==> src/rtl/core/olb_pkg.sv <==
// Package for the leaky-bucket overshoot meter.
// Holds field widths, operation codes and fixed constants; depends on nothing.
package olb_pkg;

   localparam int unsigned LEVEL_W   = 48;
   localparam int unsigned TIME_W    = 32;
   localparam int unsigned BYTES_W   = 24;
   localparam int unsigned RATE_W    = 32;
   localparam int unsigned FPS_W     = 8;
   localparam int unsigned PROD_W    = 64;
   localparam int unsigned DIVISOR_W = 10;
   localparam int unsigned DSTEP_W   = 7;
   localparam int unsigned MSTEP_W   = 6;

   // Operation codes carried by each request.
   typedef enum logic [1:0] {
      OP_FRAME    = 2'd0,
      OP_SET_RATE = 2'd1,
      OP_RESET    = 2'd2,
      OP_NONE     = 2'd3
   } op_type;

   // Milliseconds per second, the divisor of the leak computation.
   localparam logic [DIVISOR_W-1:0] MS_PER_S = 10'd1000;

   // Step counts of the serial units.
   localparam logic [MSTEP_W-1:0] MUL_STEPS       = 6'd32;
   localparam logic [DSTEP_W-1:0] DIV_STEPS_LEAK  = 7'd64;
   localparam logic [DSTEP_W-1:0] DIV_STEPS_IDEAL = 7'd32;

   // Saturation value of the bucket.
   localparam logic [LEVEL_W-1:0] LEVEL_MAX = '1;

endpackage

==> src/rtl/core/olb_req_if.sv <==
// Request channel of the leaky-bucket overshoot meter.
// Carries valid, ready and the request fields; depends on olb_pkg.
interface olb_req_if;
   logic                            valid;
   logic                            ready;
   logic [1:0]                      operation;
   logic [olb_pkg::TIME_W-1:0]      time_ms;
   logic [olb_pkg::BYTES_W-1:0]     frame_bytes;
   logic [olb_pkg::RATE_W-1:0]      new_bitrate_bps;
   logic [olb_pkg::FPS_W-1:0]       new_frame_rate;

   modport source (output valid, operation, time_ms, frame_bytes, new_bitrate_bps,
                   new_frame_rate, input ready);
   modport sink (input valid, operation, time_ms, frame_bytes, new_bitrate_bps,
                 new_frame_rate, output ready);
endinterface

==> src/rtl/core/olb_rsp_if.sv <==
// Response channel of the leaky-bucket overshoot meter.
// Carries valid, ready and the result fields; depends on olb_pkg.
interface olb_rsp_if;
   logic                            valid;
   logic                            ready;
   logic [olb_pkg::LEVEL_W-1:0]     excess_bits;
   logic [olb_pkg::LEVEL_W-1:0]     bucket_level;

   modport source (output valid, excess_bits, bucket_level, input ready);
   modport sink (input valid, excess_bits, bucket_level, output ready);
endinterface

==> src/rtl/core/olb_mul.sv <==
// Bit-serial shift-add multiplier, one multiplier bit per cycle.
// Produces a 64-bit product of two 32-bit operands; depends on olb_pkg.
module olb_mul (
   input  logic                         clock,
   input  logic                         reset,
   input  logic                         start,
   input  logic [olb_pkg::RATE_W-1:0]   mcand,
   input  logic [olb_pkg::TIME_W-1:0]   mplier,
   output logic                         done,
   output logic [olb_pkg::PROD_W-1:0]   product
);
   import olb_pkg::*;

   logic [PROD_W-1:0]  prod_ff, prod_in;
   logic [RATE_W-1:0]  mcand_ff, mcand_in;
   logic [MSTEP_W-1:0] cnt_ff, cnt_in;
   logic               busy_ff, busy_in;
   logic               done_ff, done_in;
   logic [RATE_W:0]    sum;

   // One step: add the multiplicand into the high half when the low bit is set,
   // then shift the whole product register right by one.
   always_comb begin
      sum      = {1'b0, prod_ff[PROD_W-1:RATE_W]} +
                 (prod_ff[0] ? {1'b0, mcand_ff} : '0);
      prod_in  = prod_ff;
      mcand_in = mcand_ff;
      cnt_in   = cnt_ff;
      busy_in  = busy_ff;
      done_in  = 1'b0;
      if (start) begin
         prod_in  = {{RATE_W{1'b0}}, mplier};
         mcand_in = mcand;
         cnt_in   = MUL_STEPS;
         busy_in  = 1'b1;
      end else if (busy_ff) begin
         prod_in = {sum, prod_ff[RATE_W-1:1]};
         cnt_in  = cnt_ff - 1'b1;
         if (cnt_ff == MSTEP_W'(1)) begin
            busy_in = 1'b0;
            done_in = 1'b1;
         end
      end
   end

   always_ff @(posedge clock) begin
      prod_ff  <= prod_in;
      mcand_ff <= mcand_in;
      if (reset) begin
         cnt_ff  <= '0;
         busy_ff <= 1'b0;
         done_ff <= 1'b0;
      end else begin
         cnt_ff  <= cnt_in;
         busy_ff <= busy_in;
         done_ff <= done_in;
      end
   end

   assign done    = done_ff;
   assign product = prod_ff;

endmodule

==> src/rtl/core/olb_div.sv <==
// Restoring divider, one quotient bit per cycle, for narrow divisors.
// Divides a 64-bit dividend by a 10-bit divisor; depends on olb_pkg.
module olb_div (
   input  logic                           clock,
   input  logic                           reset,
   input  logic                           start,
   input  logic [olb_pkg::PROD_W-1:0]     dividend,
   input  logic [olb_pkg::DIVISOR_W-1:0]  divisor,
   input  logic [olb_pkg::DSTEP_W-1:0]    steps,
   output logic                           done,
   output logic [olb_pkg::PROD_W-1:0]     quotient
);
   import olb_pkg::*;

   logic [PROD_W-1:0]    quo_ff, quo_in;
   logic [DIVISOR_W-1:0] rem_ff, rem_in;
   logic [DIVISOR_W-1:0] dsr_ff, dsr_in;
   logic [DSTEP_W-1:0]   cnt_ff, cnt_in;
   logic                 busy_ff, busy_in;
   logic                 done_ff, done_in;
   logic [DIVISOR_W:0]   trial;
   logic                 fits;

   // One step: bring down the next dividend bit and subtract when it fits.
   // Dividend bits leave at the top while quotient bits enter at the bottom.
   always_comb begin
      trial   = {rem_ff, quo_ff[PROD_W-1]};
      fits    = (trial >= {1'b0, dsr_ff});
      quo_in  = quo_ff;
      rem_in  = rem_ff;
      dsr_in  = dsr_ff;
      cnt_in  = cnt_ff;
      busy_in = busy_ff;
      done_in = 1'b0;
      if (start) begin
         quo_in  = dividend;
         rem_in  = '0;
         dsr_in  = divisor;
         cnt_in  = steps;
         busy_in = 1'b1;
      end else if (busy_ff) begin
         quo_in = {quo_ff[PROD_W-2:0], fits};
         rem_in = fits ? DIVISOR_W'(trial - {1'b0, dsr_ff}) : trial[DIVISOR_W-1:0];
         cnt_in = cnt_ff - 1'b1;
         if (cnt_ff == DSTEP_W'(1)) begin
            busy_in = 1'b0;
            done_in = 1'b1;
         end
      end
   end

   always_ff @(posedge clock) begin
      quo_ff <= quo_in;
      rem_ff <= rem_in;
      dsr_ff <= dsr_in;
      if (reset) begin
         cnt_ff  <= '0;
         busy_ff <= 1'b0;
         done_ff <= 1'b0;
      end else begin
         cnt_ff  <= cnt_in;
         busy_ff <= busy_in;
         done_ff <= done_in;
      end
   end

   assign done     = done_ff;
   assign quotient = quo_ff;

endmodule

==> src/rtl/core/encoder_overshoot_leaky_bucket.sv <==
// Leaky-bucket overshoot meter for encoded video frames. Each request is a
// frame, a target-rate change or a reset, and each gives exactly one response
// with the frame's overshoot and the bucket level afterwards. Requests are
// handled one at a time. The leak term target_rate * elapsed / 1000 is built
// by a bit-serial multiplier (32 steps) followed by a bit-serial divider
// (64 steps); a frame or rate change after the first timestamp passes through
// the multiply, leak-divide, drain and finish states before its response is
// registered. A rate change with a nonzero frame rate also runs the divider
// (32 steps) on the ideal frame size, which is computed once there and kept.
// The first timed request and a rate restart from zero bitrate skip the leak
// and go to drain; a reset and the unused code 3 go straight to finish. The
// sequencer returns to idle as the response is registered, so the next request
// is taken while the previous response still waits; a response that cannot be
// registered because the previous one is still held stalls the sequencer.
// Depends on olb_pkg, olb_req_if, olb_rsp_if, olb_mul and olb_div.
module encoder_overshoot_leaky_bucket (
   input  logic      clock,
   input  logic      reset,
   olb_req_if.sink   req_ch,
   olb_rsp_if.source rsp_ch
);
   import olb_pkg::*;

   typedef enum logic [5:0] {
      ST_IDLE      = 6'b000001,
      ST_MUL       = 6'b000010,
      ST_DIV_LEAK  = 6'b000100,
      ST_DRAIN     = 6'b001000,
      ST_DIV_IDEAL = 6'b010000,
      ST_FINISH    = 6'b100000
   } state_type;

   state_type            state_ff, state_in;
   op_type               op_ff, op_in;
   logic [TIME_W-1:0]    now_ff, now_in;
   logic [BYTES_W-1:0]   bytes_ff, bytes_in;
   logic [RATE_W-1:0]    new_rate_ff, new_rate_in;
   logic [FPS_W-1:0]     new_fps_ff, new_fps_in;
   logic                 skip_ff, skip_in;
   logic                 restart_ff, restart_in;
   logic [LEVEL_W-1:0]   bucket_ff, bucket_in;
   logic [TIME_W-1:0]    last_time_ff, last_time_in;
   logic                 time_valid_ff, time_valid_in;
   logic [RATE_W-1:0]    target_rate_ff, target_rate_in;
   logic [RATE_W-1:0]    ideal_ff, ideal_in;
   logic                 rsp_valid_ff, rsp_valid_in;
   logic [LEVEL_W-1:0]   over_out_ff, over_out_in;
   logic [LEVEL_W-1:0]   level_out_ff, level_out_in;

   logic                 req_fire;
   op_type               req_op;
   logic                 restart_now;
   logic                 leak_req;
   logic                 rsp_free;
   logic                 mul_start, mul_done;
   logic [PROD_W-1:0]    mul_product;
   logic [TIME_W-1:0]    elapsed;
   logic                 div_start, div_done;
   logic [PROD_W-1:0]    div_dividend, div_quot;
   logic [DIVISOR_W-1:0] div_divisor;
   logic [DSTEP_W-1:0]   div_steps;
   logic [LEVEL_W-1:0]   drained;
   logic [LEVEL_W-1:0]   frame_bits;
   logic [RATE_W-1:0]    gap;
   logic                 frame_ge;
   logic                 over_ideal;
   logic [LEVEL_W-1:0]   over;
   logic [LEVEL_W-1:0]   frame_level;

   // Request handshake and the decision whether a leak has to be computed.
   assign req_ch.ready = (state_ff == ST_IDLE);
   assign req_fire     = req_ch.valid && (state_ff == ST_IDLE);
   assign req_op       = op_type'(req_ch.operation);
   assign restart_now  = (req_op == OP_SET_RATE) && (target_rate_ff == '0) &&
                         (req_ch.new_bitrate_bps != '0);
   assign leak_req     = time_valid_ff && !restart_now &&
                         ((req_op == OP_FRAME) || (req_op == OP_SET_RATE));
   assign rsp_free     = !rsp_valid_ff || rsp_ch.ready;

   // Serial multiply of target rate by the wrapped elapsed time.
   assign elapsed   = req_ch.time_ms - last_time_ff;
   assign mul_start = req_fire && leak_req;

   olb_mul u_mul (
      .clock   (clock),
      .reset   (reset),
      .start   (mul_start),
      .mcand   (target_rate_ff),
      .mplier  (elapsed),
      .done    (mul_done),
      .product (mul_product)
   );

   // The divider is shared between the leak (product / 1000) and the ideal
   // frame size (new rate / new frame rate, dividend placed in the top half).
   always_comb begin
      div_start    = 1'b0;
      div_dividend = mul_product;
      div_divisor  = MS_PER_S;
      div_steps    = DIV_STEPS_LEAK;
      if (state_ff == ST_MUL) begin
         div_start = mul_done;
      end else if (state_ff == ST_DRAIN) begin
         div_start    = (op_ff == OP_SET_RATE) && (new_fps_ff != '0);
         div_dividend = {new_rate_ff, {(PROD_W-RATE_W){1'b0}}};
         div_divisor  = {{(DIVISOR_W-FPS_W){1'b0}}, new_fps_ff};
         div_steps    = DIV_STEPS_IDEAL;
      end
   end

   olb_div u_div (
      .clock    (clock),
      .reset    (reset),
      .start    (div_start),
      .dividend (div_dividend),
      .divisor  (div_divisor),
      .steps    (div_steps),
      .done     (div_done),
      .quotient (div_quot)
   );

   // Bucket after draining, never below zero.
   always_comb begin
      if (restart_ff) begin
         drained = '0;
      end else if (skip_ff) begin
         drained = bucket_ff;
      end else if (div_quot > {{(PROD_W-LEVEL_W){1'b0}}, bucket_ff}) begin
         drained = '0;
      end else begin
         drained = bucket_ff - div_quot[LEVEL_W-1:0];
      end
   end

   // Frame update. A frame at least as large as the ideal size takes the whole
   // bucket as overshoot and leaves only its own bits. A smaller frame leaves a
   // gap below the ideal size: a bucket above that gap is cut back so that the
   // level lands on the ideal size, otherwise the frame's bits are added. The
   // level never exceeds the larger of the frame and the ideal size.
   always_comb begin
      frame_bits = {{(LEVEL_W-BYTES_W-3){1'b0}}, bytes_ff, 3'b000};
      frame_ge   = (frame_bits >= {{(LEVEL_W-RATE_W){1'b0}}, ideal_ff});
      gap        = ideal_ff - frame_bits[RATE_W-1:0];
      over_ideal = (bucket_ff > {{(LEVEL_W-RATE_W){1'b0}}, gap});
      if (frame_ge) begin
         over        = bucket_ff;
         frame_level = frame_bits;
      end else if (over_ideal) begin
         over        = bucket_ff - {{(LEVEL_W-RATE_W){1'b0}}, gap};
         frame_level = {{(LEVEL_W-RATE_W){1'b0}}, ideal_ff};
      end else begin
         over        = '0;
         frame_level = bucket_ff + frame_bits;
      end
   end

   // Sequencer.
   always_comb begin
      state_in       = state_ff;
      op_in          = op_ff;
      now_in         = now_ff;
      bytes_in       = bytes_ff;
      new_rate_in    = new_rate_ff;
      new_fps_in     = new_fps_ff;
      skip_in        = skip_ff;
      restart_in     = restart_ff;
      bucket_in      = bucket_ff;
      last_time_in   = last_time_ff;
      time_valid_in  = time_valid_ff;
      target_rate_in = target_rate_ff;
      ideal_in       = ideal_ff;
      rsp_valid_in   = rsp_valid_ff && !rsp_ch.ready;
      over_out_in    = over_out_ff;
      level_out_in   = level_out_ff;
      case (state_ff)
         ST_IDLE: begin
            if (req_fire) begin
               op_in       = req_op;
               now_in      = req_ch.time_ms;
               bytes_in    = req_ch.frame_bytes;
               new_rate_in = req_ch.new_bitrate_bps;
               new_fps_in  = req_ch.new_frame_rate;
               skip_in     = !leak_req;
               restart_in  = restart_now;
               if ((req_op == OP_FRAME) || (req_op == OP_SET_RATE)) begin
                  state_in = leak_req ? ST_MUL : ST_DRAIN;
               end else begin
                  state_in = ST_FINISH;
               end
            end
         end
         ST_MUL: begin
            if (mul_done) begin
               state_in = ST_DIV_LEAK;
            end
         end
         ST_DIV_LEAK: begin
            if (div_done) begin
               state_in = ST_DRAIN;
            end
         end
         ST_DRAIN: begin
            bucket_in     = drained;
            last_time_in  = now_ff;
            time_valid_in = 1'b1;
            state_in      = ST_FINISH;
            if (op_ff == OP_SET_RATE) begin
               target_rate_in = new_rate_ff;
               if (new_fps_ff == '0) begin
                  ideal_in = '0;
               end else begin
                  state_in = ST_DIV_IDEAL;
               end
            end
         end
         ST_DIV_IDEAL: begin
            if (div_done) begin
               ideal_in = div_quot[RATE_W-1:0];
               state_in = ST_FINISH;
            end
         end
         ST_FINISH: begin
            if (rsp_free) begin
               rsp_valid_in = 1'b1;
               over_out_in  = '0;
               level_out_in = bucket_ff;
               state_in     = ST_IDLE;
               case (op_ff)
                  OP_FRAME: begin
                     bucket_in    = frame_level;
                     over_out_in  = over;
                     level_out_in = frame_level;
                  end
                  OP_RESET: begin
                     bucket_in      = '0;
                     last_time_in   = '0;
                     time_valid_in  = 1'b0;
                     target_rate_in = '0;
                     ideal_in       = '0;
                     level_out_in   = '0;
                  end
                  default: begin
                  end
               endcase
            end
         end
         default: begin
            state_in = ST_IDLE;
         end
      endcase
   end

   always_ff @(posedge clock) begin
      op_ff        <= op_in;
      now_ff       <= now_in;
      bytes_ff     <= bytes_in;
      new_rate_ff  <= new_rate_in;
      new_fps_ff   <= new_fps_in;
      skip_ff      <= skip_in;
      restart_ff   <= restart_in;
      over_out_ff  <= over_out_in;
      level_out_ff <= level_out_in;
      if (reset) begin
         state_ff       <= ST_IDLE;
         bucket_ff      <= '0;
         last_time_ff   <= '0;
         time_valid_ff  <= 1'b0;
         target_rate_ff <= '0;
         ideal_ff       <= '0;
         rsp_valid_ff   <= 1'b0;
      end else begin
         state_ff       <= state_in;
         bucket_ff      <= bucket_in;
         last_time_ff   <= last_time_in;
         time_valid_ff  <= time_valid_in;
         target_rate_ff <= target_rate_in;
         ideal_ff       <= ideal_in;
         rsp_valid_ff   <= rsp_valid_in;
      end
   end

   // Response register.
   assign rsp_ch.valid        = rsp_valid_ff;
   assign rsp_ch.excess_bits  = over_out_ff;
   assign rsp_ch.bucket_level = level_out_ff;

endmodule
==> src/flat_wrapper.sv <==
// flat-port wrapper written by rule: the top's interface ports become plain ports
module encoder_overshoot_leaky_bucket_flat import olb_pkg::*;
  (clock, reset, req_ch_valid, req_ch_operation, req_ch_time_ms, req_ch_frame_bytes, req_ch_new_bitrate_bps, req_ch_new_frame_rate, req_ch_ready, rsp_ch_valid, rsp_ch_excess_bits, rsp_ch_bucket_level, rsp_ch_ready);
  olb_req_if req_ch_i ();
  olb_rsp_if rsp_ch_i ();
  input  logic clock;
  input  logic reset;
  input wire logic [$bits(req_ch_i.valid)-1:0] req_ch_valid;
  input wire logic [$bits(req_ch_i.operation)-1:0] req_ch_operation;
  input wire logic [$bits(req_ch_i.time_ms)-1:0] req_ch_time_ms;
  input wire logic [$bits(req_ch_i.frame_bytes)-1:0] req_ch_frame_bytes;
  input wire logic [$bits(req_ch_i.new_bitrate_bps)-1:0] req_ch_new_bitrate_bps;
  input wire logic [$bits(req_ch_i.new_frame_rate)-1:0] req_ch_new_frame_rate;
  output wire logic [$bits(req_ch_i.ready)-1:0] req_ch_ready;
  output wire logic [$bits(rsp_ch_i.valid)-1:0] rsp_ch_valid;
  output wire logic [$bits(rsp_ch_i.excess_bits)-1:0] rsp_ch_excess_bits;
  output wire logic [$bits(rsp_ch_i.bucket_level)-1:0] rsp_ch_bucket_level;
  input wire logic [$bits(rsp_ch_i.ready)-1:0] rsp_ch_ready;
  assign req_ch_i.valid = req_ch_valid;
  assign req_ch_i.operation = req_ch_operation;
  assign req_ch_i.time_ms = req_ch_time_ms;
  assign req_ch_i.frame_bytes = req_ch_frame_bytes;
  assign req_ch_i.new_bitrate_bps = req_ch_new_bitrate_bps;
  assign req_ch_i.new_frame_rate = req_ch_new_frame_rate;
  assign req_ch_ready = req_ch_i.ready;
  assign rsp_ch_valid = rsp_ch_i.valid;
  assign rsp_ch_excess_bits = rsp_ch_i.excess_bits;
  assign rsp_ch_bucket_level = rsp_ch_i.bucket_level;
  assign rsp_ch_i.ready = rsp_ch_ready;
  encoder_overshoot_leaky_bucket u_core (.clock(clock), .reset(reset), .req_ch(req_ch_i), .rsp_ch(rsp_ch_i));
endmodule
==> config.mk <==
export PLATFORM = sky130hd
export DESIGN_NAME = encoder_overshoot_leaky_bucket_flat
export DESIGN_NICKNAME = d
export VERILOG_FILES = /design/src/rtl/core/olb_pkg.sv /design/src/rtl/core/olb_req_if.sv /design/src/rtl/core/olb_rsp_if.sv /design/src/rtl/core/olb_mul.sv /design/src/rtl/core/olb_div.sv /design/src/rtl/core/encoder_overshoot_leaky_bucket.sv /design/src/flat_wrapper.sv
export SDC_FILE = /design/constraint.sdc
export NUM_CORES = 1
export LEC_CHECK = 0
export BUFFER_PORTS_ARGS = -buffer_cell sky130_fd_sc_hd__buf_2
export CAP_MARGIN = 20
export CORE_MARGIN = 8
export CORE_UTILIZATION = 25
export DETAILED_ROUTE_END_ITERATION = 10
export SYNTH_ARGS = -nofsm -noshare
export SYNTH_HDL_FRONTEND = slang
export SYNTH_SLANG_ARGS = --single-unit
==> constraint.sdc <==
create_clock -name clock -period 6.93 [get_ports clock]
set_input_delay 1.386 -clock clock [delete_from_list [all_inputs] [get_ports clock]]
set_output_delay 1.386 -clock clock [all_outputs]
set_load 0.005 [all_outputs]
---- Yosys cells after proc, flatten, opt, wreduce, memory -nomap -nowiden ----
Index checks and enable logic that the tools add are counted.
cells by class
  $add $sub $neg .......................... 9
  reductions and logical operators ........ 35
  mux-type cells .......................... 59
  $lt $le $gt $ge ......................... 4
  eq/ne operators ......................... 20
  bitwise logic cells ..................... 3
operators with widths
  kind                                           count
  2-to-1 mux 48 bit                              8
  2-to-1 mux 32 bit                              9
  2-to-1 mux 64 bit                              4
  case mux 48 bit (2 select lines)               2
  case mux 32 bit (2 select lines)               2
  case mux 32 bit (3 select lines)               1
  > comparator 64 x 48 -> 1 bit                  1
  2-to-1 mux 6 bit                               10
  adder 48 x 27 -> 48 bit                        1
  > comparator 48 x 32 -> 1 bit                  1
  subtractor 48 x 32 -> 48 bit                   1
  subtractor 48 bit                              1
  case mux 6 bit (6 select lines)                1
  adder 32 x 32 -> 33 bit                        1
  >= comparator 27 x 32 -> 1 bit                 1
  zero test 32 bit                               1
  nonzero test 32 bit                            1
  subtractor 32 x 27 -> 32 bit                   1
  subtractor 32 bit                              1
  2-to-1 mux 7 bit                               4
  2-to-1 mux 10 bit                              2
  2-to-1 mux 1 bit                               14
  == test 6 x 1 -> 1 bit, second input constant  2
  >= comparator 11 x 10 -> 1 bit                 1
  other kinds (32)                               59
storage, ports and cells
  output and inout port bits .............. 98
  logic and storage cells ................. 160
  register bits after elaboration ......... 545

---- Logic depth before layout (Yosys ltp) ----
  word-level depth ........................ 10
  gate-level depth with buffers ........... 30

---- By module ----
Synthesis repeated with hierarchy kept, for this count alone.
second synthesis, totals
  cell total of the unflattened synthesis .. 3773
  area total of the unflattened synthesis .. 34825.9 µm²
modules (own cells, without submodules)
  module                          cells an instance  seq. area each (µm²)  area each (µm²)  instances
  encoder_overshoot_leaky_bucket  2898               8928.6                24698.7          1
  olb_mul                         556                2722.6                5744.3           1
  olb_div                         319                2602.5                4383.0           1

---- Least setup slack after synthesis ----
Ideal clock, no wire load.
  path type ............................... flip-flop to flip-flop
  from .................................... register u_core.bytes_ff[0]
  to ...................................... register u_core.level_out_ff[14] (netlist: u_core.rsp_ch.bucket_level[14]), data pin
  data arrival time ....................... 4.827 ns
  path buffers ............................ 4
  slack ................................... 1.847 ns
  library setup time ...................... 0.256 ns
  cell stages (with the launch flop) ...... 27
  cells stage by stage .................... edfxtp_1 -> ha_1 -> fa_1 -> nor2b_1 -> o21a_1 -> o21ai_0 -> a211o_1 -> a21o_1 -> nand2_1 -> nand4_1 -> a311oi_1 -> o21ai_0 -> nand3b_1 -> xor2_1 -> ha_1 -> clkbuf_1 -> nand4_1 -> nor3_1 -> and3_2 -> o22a_2 -> o31ai_4 -> buf_6 -> buf_6 -> buf_2 -> a211oi_1 -> a21oi_1 -> a22o_1
on the way
  longest elaborated chain between the ends .. 5
  elaborated cells on any way between the ends .. 7
RTL lines
  item                                  line                                   RTL
  from (decl)                           encoder_overshoot_leaky_bucket.sv:36   logic [BYTES_W-1:0] bytes_ff, bytes_in;
  from (signal assigned)                encoder_overshoot_leaky_bucket.sv:256  bytes_ff <= bytes_in;
  subtractor 32 x 27 -> 32 bit          encoder_overshoot_leaky_bucket.sv:143  gap = ideal_ff - frame_bits[RATE_W-1:0];
  > comparator 48 x 32 -> 1 bit         encoder_overshoot_leaky_bucket.sv:144  over_ideal = (bucket_ff > {{(LEVEL_W-RATE_W){1'b0}}, gap});
  2-to-1 mux 48 bit                     encoder_overshoot_leaky_bucket.sv:148  end else if (over_ideal) begin
  2-to-1 mux 48 bit (*)                 encoder_overshoot_leaky_bucket.sv:145  if (frame_ge) begin
  case mux 48 bit (2 select lines) (*)  encoder_overshoot_leaky_bucket.sv:228  case (op_ff)
  to (signal assigned)                  encoder_overshoot_leaky_bucket.sv:262  level_out_ff <= level_out_in;
  to (decl)                             encoder_overshoot_leaky_bucket.sv:48   logic [LEVEL_W-1:0] level_out_ff, level_out_in;
Every way passes the cells marked *; elsewhere a longest branch is shown, timed or not.
A chain may end at the register's enable or synchronous reset.

---- Worst setup path in the final report ----
  from .................................... register u_core.bytes_ff[1]
  to ...................................... register u_core.bucket_ff[31]
on the way
  longest elaborated chain between the ends .. 7
  elaborated cells on any way between the ends .. 9
RTL lines
  item                                  line                                   RTL
  subtractor 32 x 27 -> 32 bit          encoder_overshoot_leaky_bucket.sv:143
  > comparator 48 x 32 -> 1 bit         encoder_overshoot_leaky_bucket.sv:144
  2-to-1 mux 48 bit                     encoder_overshoot_leaky_bucket.sv:148
  2-to-1 mux 48 bit (*)                 encoder_overshoot_leaky_bucket.sv:145
  case mux 48 bit (2 select lines) (*)  -
  2-to-1 mux 48 bit (*)                 encoder_overshoot_leaky_bucket.sv:223  if (rsp_free) begin
  case mux 48 bit (2 select lines) (*)  encoder_overshoot_leaky_bucket.sv:175  case (state_ff)
  to (signal assigned)                  encoder_overshoot_leaky_bucket.sv:273  bucket_ff <= bucket_in;
  to (decl)                             encoder_overshoot_leaky_bucket.sv:41   logic [LEVEL_W-1:0] bucket_ff, bucket_in;
Every way passes the cells marked *; elsewhere a longest branch is shown, timed or not. The select of a mux whose other input is x is not followed.

==> run summary <==
The path with the worst hold slack has its endpoint at u_core.u_mul.mcand_ff[7]$_DFFE_PP_. The clock skew came out at 0.02681 ns. Buffers placed on the I/O ports in this run total around 200. The first routing iteration left 2,320 violations. The post-detailed-route count of antenna-violating nets is 0.

The post-detailed-route via-to-cell ratio came out at 4.952. Summing the areas of all fa, ha and maj instances in the mapped netlist gives 9.855% of the synthesized area. The setup TNS is 0 ns. The total of fill cells in the finished design came out at around 14k.

The area of the multi-input gates came out at 17,680 um^2. The placement row count is 134. The maximum fanout along the worst path came out at 38. The number of sinks on the clock net is around 540.

The maximum buffer depth of the clock tree is 3. The clock network burns 36.1% of the power. The sequential cell area is 14,220 um^2. The floorplan die width came out at around 380 um. The share of final-layout standard cells stronger than drive strength 1 is 10.65%. The synthesized area is roughly 33,000 um^2. The area of the core came out at approximately 130,000 um^2. The number of cells produced by synthesis came out at roughly 3.6k. The final weighted congestion in routability-driven placement is between 0.9 and 1. The worst setup path is of the register to register kind. The run finished with clean final reports.

The tightest min-delay check is of the register to register type. The routed design could run at a clock period as short as between 6 and 7 ns. The count of endpoints failing hold in the final timing report came to 0.

The logic depth of the worst register-to-register path is 23. By area, the combinational part of the netlist is dominated by compound AO/OA/AOI/OAI gates. The post-synthesis compound-gate area fraction is 20.67%. Counting instances, the worst hold path has a depth of 0. The height of the die came out at 381.6 um.

The number of synthesis warnings is 0. Relative to the synthesized area, the layout overhead comes to 15.34%. Data arrives at the worst endpoint at approximately 6.7 ns. The overall global routing resource usage is 14.21%. The final hold slack is 0.4543 ns.

The most used flip-flop cell after synthesis is sky130_fd_sc_hd__edfxtp_1. The fraction of power consumed by combinational cells came out at 23.3%. The synthesized netlist net count came out at 3,973. The overall die area came out at ~150,000 um^2. The worst reg-to-reg setup slack is 0.71 ns. The critical path required time is 7.40 ns. The post-synthesis sequential area ratio is a little over two fifths. The detailed-routed wire length on met2 came out at 49.15 mm. The clock latency at the later pin of the worst-skew pair came out at 0.64 ns. The launch instance of the worst register-to-register path is u_core.bytes_ff[1]$_DFFE_PP_. The clock-pin slew of the registers on the worst-case setup and hold paths is approximately 0.060 ns. The delay of the slowest cell on the worst path is 0.53 ns. The internal power came out at between 6 and 7 mW. The pin count of the biggest net entering global routing is between 70 and 80. The number of buffer and inverter stages on the critical path is 2. TritonCTS built the clock tree. The endpoint identified for the worst register-to-register timing path is u_core.bucket_ff[31]$_SDFFE_PP0P_.

The portion of synthesized cell area occupied by the leading cell type came out at 29.92%. The H-tree generated during clock tree synthesis spans 3 levels. The multiplexer share of the synthesized area is 1.157%. The count of pins on the block boundary is 200. Setup repair after global routing left no endpoint under its margin. The slew of the pin with the lowest slew margin came out at around 1.1 ns. In the routed design, unresolved DRC markers number 0. The cell family contributing the most delay on the critical path is compound AO/OA/AOI/OAI gates. Counting distinct cell types in the post-synthesis netlist gives 95. The highest clock frequency the design can meet is between 150 and 200 MHz. The number of optimization iterations in the first detailed-route pass is 6. The static power due to leakage is approximately 15 nW. The vias after detailed routing is 27.61k. Dividing the detail-routed wire length by the instance count gives about 19 um. The startpoint identified for the worst hold timing path is u_core.target_rate_ff[7]$_SDFFE_PP0P_. For this design, the CTS-stage hold fixing added 0 buffers. Of the total synthesized cell area, the portion taken by AND, OR, NAND and NOR gates is 16.01%.

For this run the aggregate overflow at the end of global routing stands at 0. The sequential group share of total power is 40.6%. The number of post-CTS setup repair buffers is 0.

Synthesis inferred between 500 and 600 register bits. The number of nets at the end of the flow is roughly 4.1k. The share of total power consumed by net switching came out at 31.59%. The clock root buffer master is sky130_fd_sc_hd__clkbuf_16. The post-route met1 wirelength came out at 49.51 mm. Sorting the synthesized cells by area gives the leading types as sky130_fd_sc_hd__edfxtp_1 30%, sky130_fd_sc_hd__dfxtp_1 13%, sky130_fd_sc_hd__ha_1 9.4%. After Yosys synthesis, XOR and XNOR cells account for 5.085% of the synthesized area.

The utilization after layout is between 20 and 30%. The via count of the first global-routing pass came to around 27k. The detailed placer's ending HPWL is 82.90 mm.

The post-synthesis async set-or-reset flop share came out at 0%. The fraction of the cycle the final worst path needs is between 80% and 90%. The net switching power of the design came out at 3.161 mW. The wire length of the first global-routing pass is around 160 mm.

The number of maximum-capacitance violations is 0. The critical path goes through inv_1 -> ha_1 -> nor2b_1 -> o21bai_1 -> a21oi_1 -> o211ai_1 -> a211oi_1 -> o21bai_1 -> a31oi_1 -> nor2b_1 -> o31a_1 -> o21ai_0 -> xor2_1 -> ha_1 -> nand4_1 -> or3_1 -> o31ai_4 -> buf_12 -> or3_4 -> nor2_1 -> a221o_2 -> a221oi_2 -> a211oi_2. A synthesized cell averages 9.251 um^2. The number of CTS-inserted buffers is 67.

In this run the power density over the cells is 259.6 nW/um^2. STA classifies the critical path endpoint as a register. The slowest stage of the critical path belongs to the cell sky130_fd_sc_hd__o31ai_4. The relative slew slack came out at 25.78%. The post-cts gate resize count is 0. STA classifies the critical path startpoint as a register. The final number of max-transition violations was 0. The met3 layer wire length in the routed design is 6.659 mm. The number of antenna violations at the first check in global routing is 13. Setup violations remaining at the end of the flow were counted as 0. sky130_fd_sc_hd__edfxtp_1 takes more of the synthesized area than any other cell. The sum of routed wire length over all layers is around 110 mm. The number of enable flip-flop cells after synthesis is 333. The initial core utilization came out at 25.10%. The detailed router used layers up to and including met5. VDD sags by at most 0.1415 mV.
[layout by cell type, fill, tap and decap left out, types with 36 or more instances in the layout]
cell / n
sky130_fd_sc_hd__clkbuf_16: 67
sky130_fd_sc_hd__a21o_1: 110
sky130_fd_sc_hd__ha_1: 252
sky130_fd_sc_hd__o21ai_0: 224
sky130_fd_sc_hd__a21oi_1: 320
sky130_fd_sc_hd__a211oi_1: 36
sky130_fd_sc_hd__nand2b_1: 42
sky130_fd_sc_hd__dfxtp_1: 210
sky130_fd_sc_hd__and2_1: 63
sky130_fd_sc_hd__xnor2_1: 119
sky130_fd_sc_hd__edfxtp_1: 333
sky130_fd_sc_hd__xor2_1: 75
sky130_fd_sc_hd__nor2b_1: 37
sky130_fd_sc_hd__inv_1: 221
sky130_fd_sc_hd__nor4_1: 43
sky130_fd_sc_hd__nand2_1: 346
sky130_fd_sc_hd__nand3_1: 120
sky130_fd_sc_hd__buf_2: 198
sky130_fd_sc_hd__a22oi_1: 87
sky130_fd_sc_hd__nor3_1: 57
sky130_fd_sc_hd__nor2_1: 269
sky130_fd_sc_hd__nand4_1: 39
sky130_fd_sc_hd__buf_4: 37
[state kept, by name (all words and copies together), names as in the netlist, 9 cells and up]
name and cells:
u_core.ideal_ff 32, u_core.u_div.quotient 64, u_core.u_div.dsr_ff 9, u_core.u_mul.product 64
u_core.bucket_ff 48, u_core.now_ff 32, u_core.u_mul.mcand_ff 32, u_core.new_rate_ff 32
u_core.last_time_ff 32, u_core.u_div.rem_ff 10, u_core.target_rate_ff 32, u_core.rsp_ch.excess_bits 48
u_core.rsp_ch.bucket_level 48, u_core.bytes_ff 24
[power groups by stage]
| stage | clock network, mW | registers, mW | logic, mW |
|---|---|---|---|
| 5_1_grt | 3.82 | 4.10 | 2.61 |
| 3_5_place_dp | 0 | 4.12 | 2.30 |
| 6_report | 3.61 | 4.06 | 2.33 |
| 2_1_floorplan | 0 | 4.02 | 1.78 |
| 4_1_cts | 3.71 | 4.06 | 2.32 |
| 3_3_place_gp | 0 | 4.12 | 2.28 |
[area by class of cell]
type / instances / share of cell area (%)
Antenna cell: 5 / 0.03246
Clock buffer: 92 / 4.801
Clock inverter: 32 / 1.071
Inverter: 226 / 2.208
Multi-Input combinational cell: 2672 / 45.87
Sequential cell: 544 / 36.91
Tap cell: 1768 / 5.740
Timing Repair Buffer: 237 / 3.373
[how the worst max path moves through the flow]
stage	from	endpoint	slack, ns	cells past startpoint
2_1_floorplan	u_core.bytes_ff[0]$_DFFE_PP_	u_core.rsp_ch.bucket_level[14]$_DFFE_PP_	1.85	26
3_3_place_gp	u_core.bytes_ff[1]$_DFFE_PP_	u_core.bucket_ff[31]$_SDFFE_PP0P_	0.91	23
3_5_place_dp	u_core.bytes_ff[1]$_DFFE_PP_	u_core.bucket_ff[30]$_SDFFE_PP0P_	0.83	23
4_1_cts	u_core.bytes_ff[1]$_DFFE_PP_	u_core.bucket_ff[30]$_SDFFE_PP0P_	0.79	23
5_1_grt	u_core.bytes_ff[1]$_DFFE_PP_	u_core.bucket_ff[30]$_SDFFE_PP0P_	0.26	23
6_report	u_core.bytes_ff[1]$_DFFE_PP_	u_core.bucket_ff[31]$_SDFFE_PP0P_	0.71	23
[cell families after synthesis]
family | after synthesis
muxes | 38
DFF | 544
buffers and inverters | 396
xor gates and xnor gates | 194
adders and majority gates | 259
and+or+nand+nor | 1114
AOI/OAI and AO/OA | 1067
[Yosys cell counts (all sizes together), types with 7 or more instances]
cell     instances
a2111oi          7
a211o            8
a211oi          38
a21o           110
a21oi          326
a221o            7
a221oi          29
a22o            25
a22oi           87
a311oi           7
a31oi           19
and2            64
and3            26
buf             39
clkbuf         131
dfxtp          211
edfxtp         333
fa               7
ha             252
inv            223
mux2i           33
nand2          346
nand2b          42
nand3          122
nand3b           7
nand4           39
nor2           271
nor2b           37
nor3            57
nor4            46
o211ai          16
o21a            25
o21ai          236
o21bai          31
o22ai            7
o31a             7
o31ai           20
or2             15
or3             15
xnor2          119
xor2            75
[metal layers]
layer / GRT usage, % / vias to the layer above
met2: 23.28 / 841
met5: 0 / -
met3: 2.288 / 159
met1: 19.36 / 13160
li1: - / 13450
met4: 3.908 / 8
[per-stage QoR]
stage	total power [mW]	instance area [um^2]	instances	worst slack [ns]
after floorplan	5.797	33420	3612	1.847
after global placement	6.403	36250	5445	0.9056
after detailed placement	6.425	36250	5446	0.8291
after CTS	10.09	38520	5570	0.7864
after global routing	10.52	38530	5571	0.2617
final	10.00	38540	5576	0.7087
Note: power is estimated with default switching activity, not from simulation.
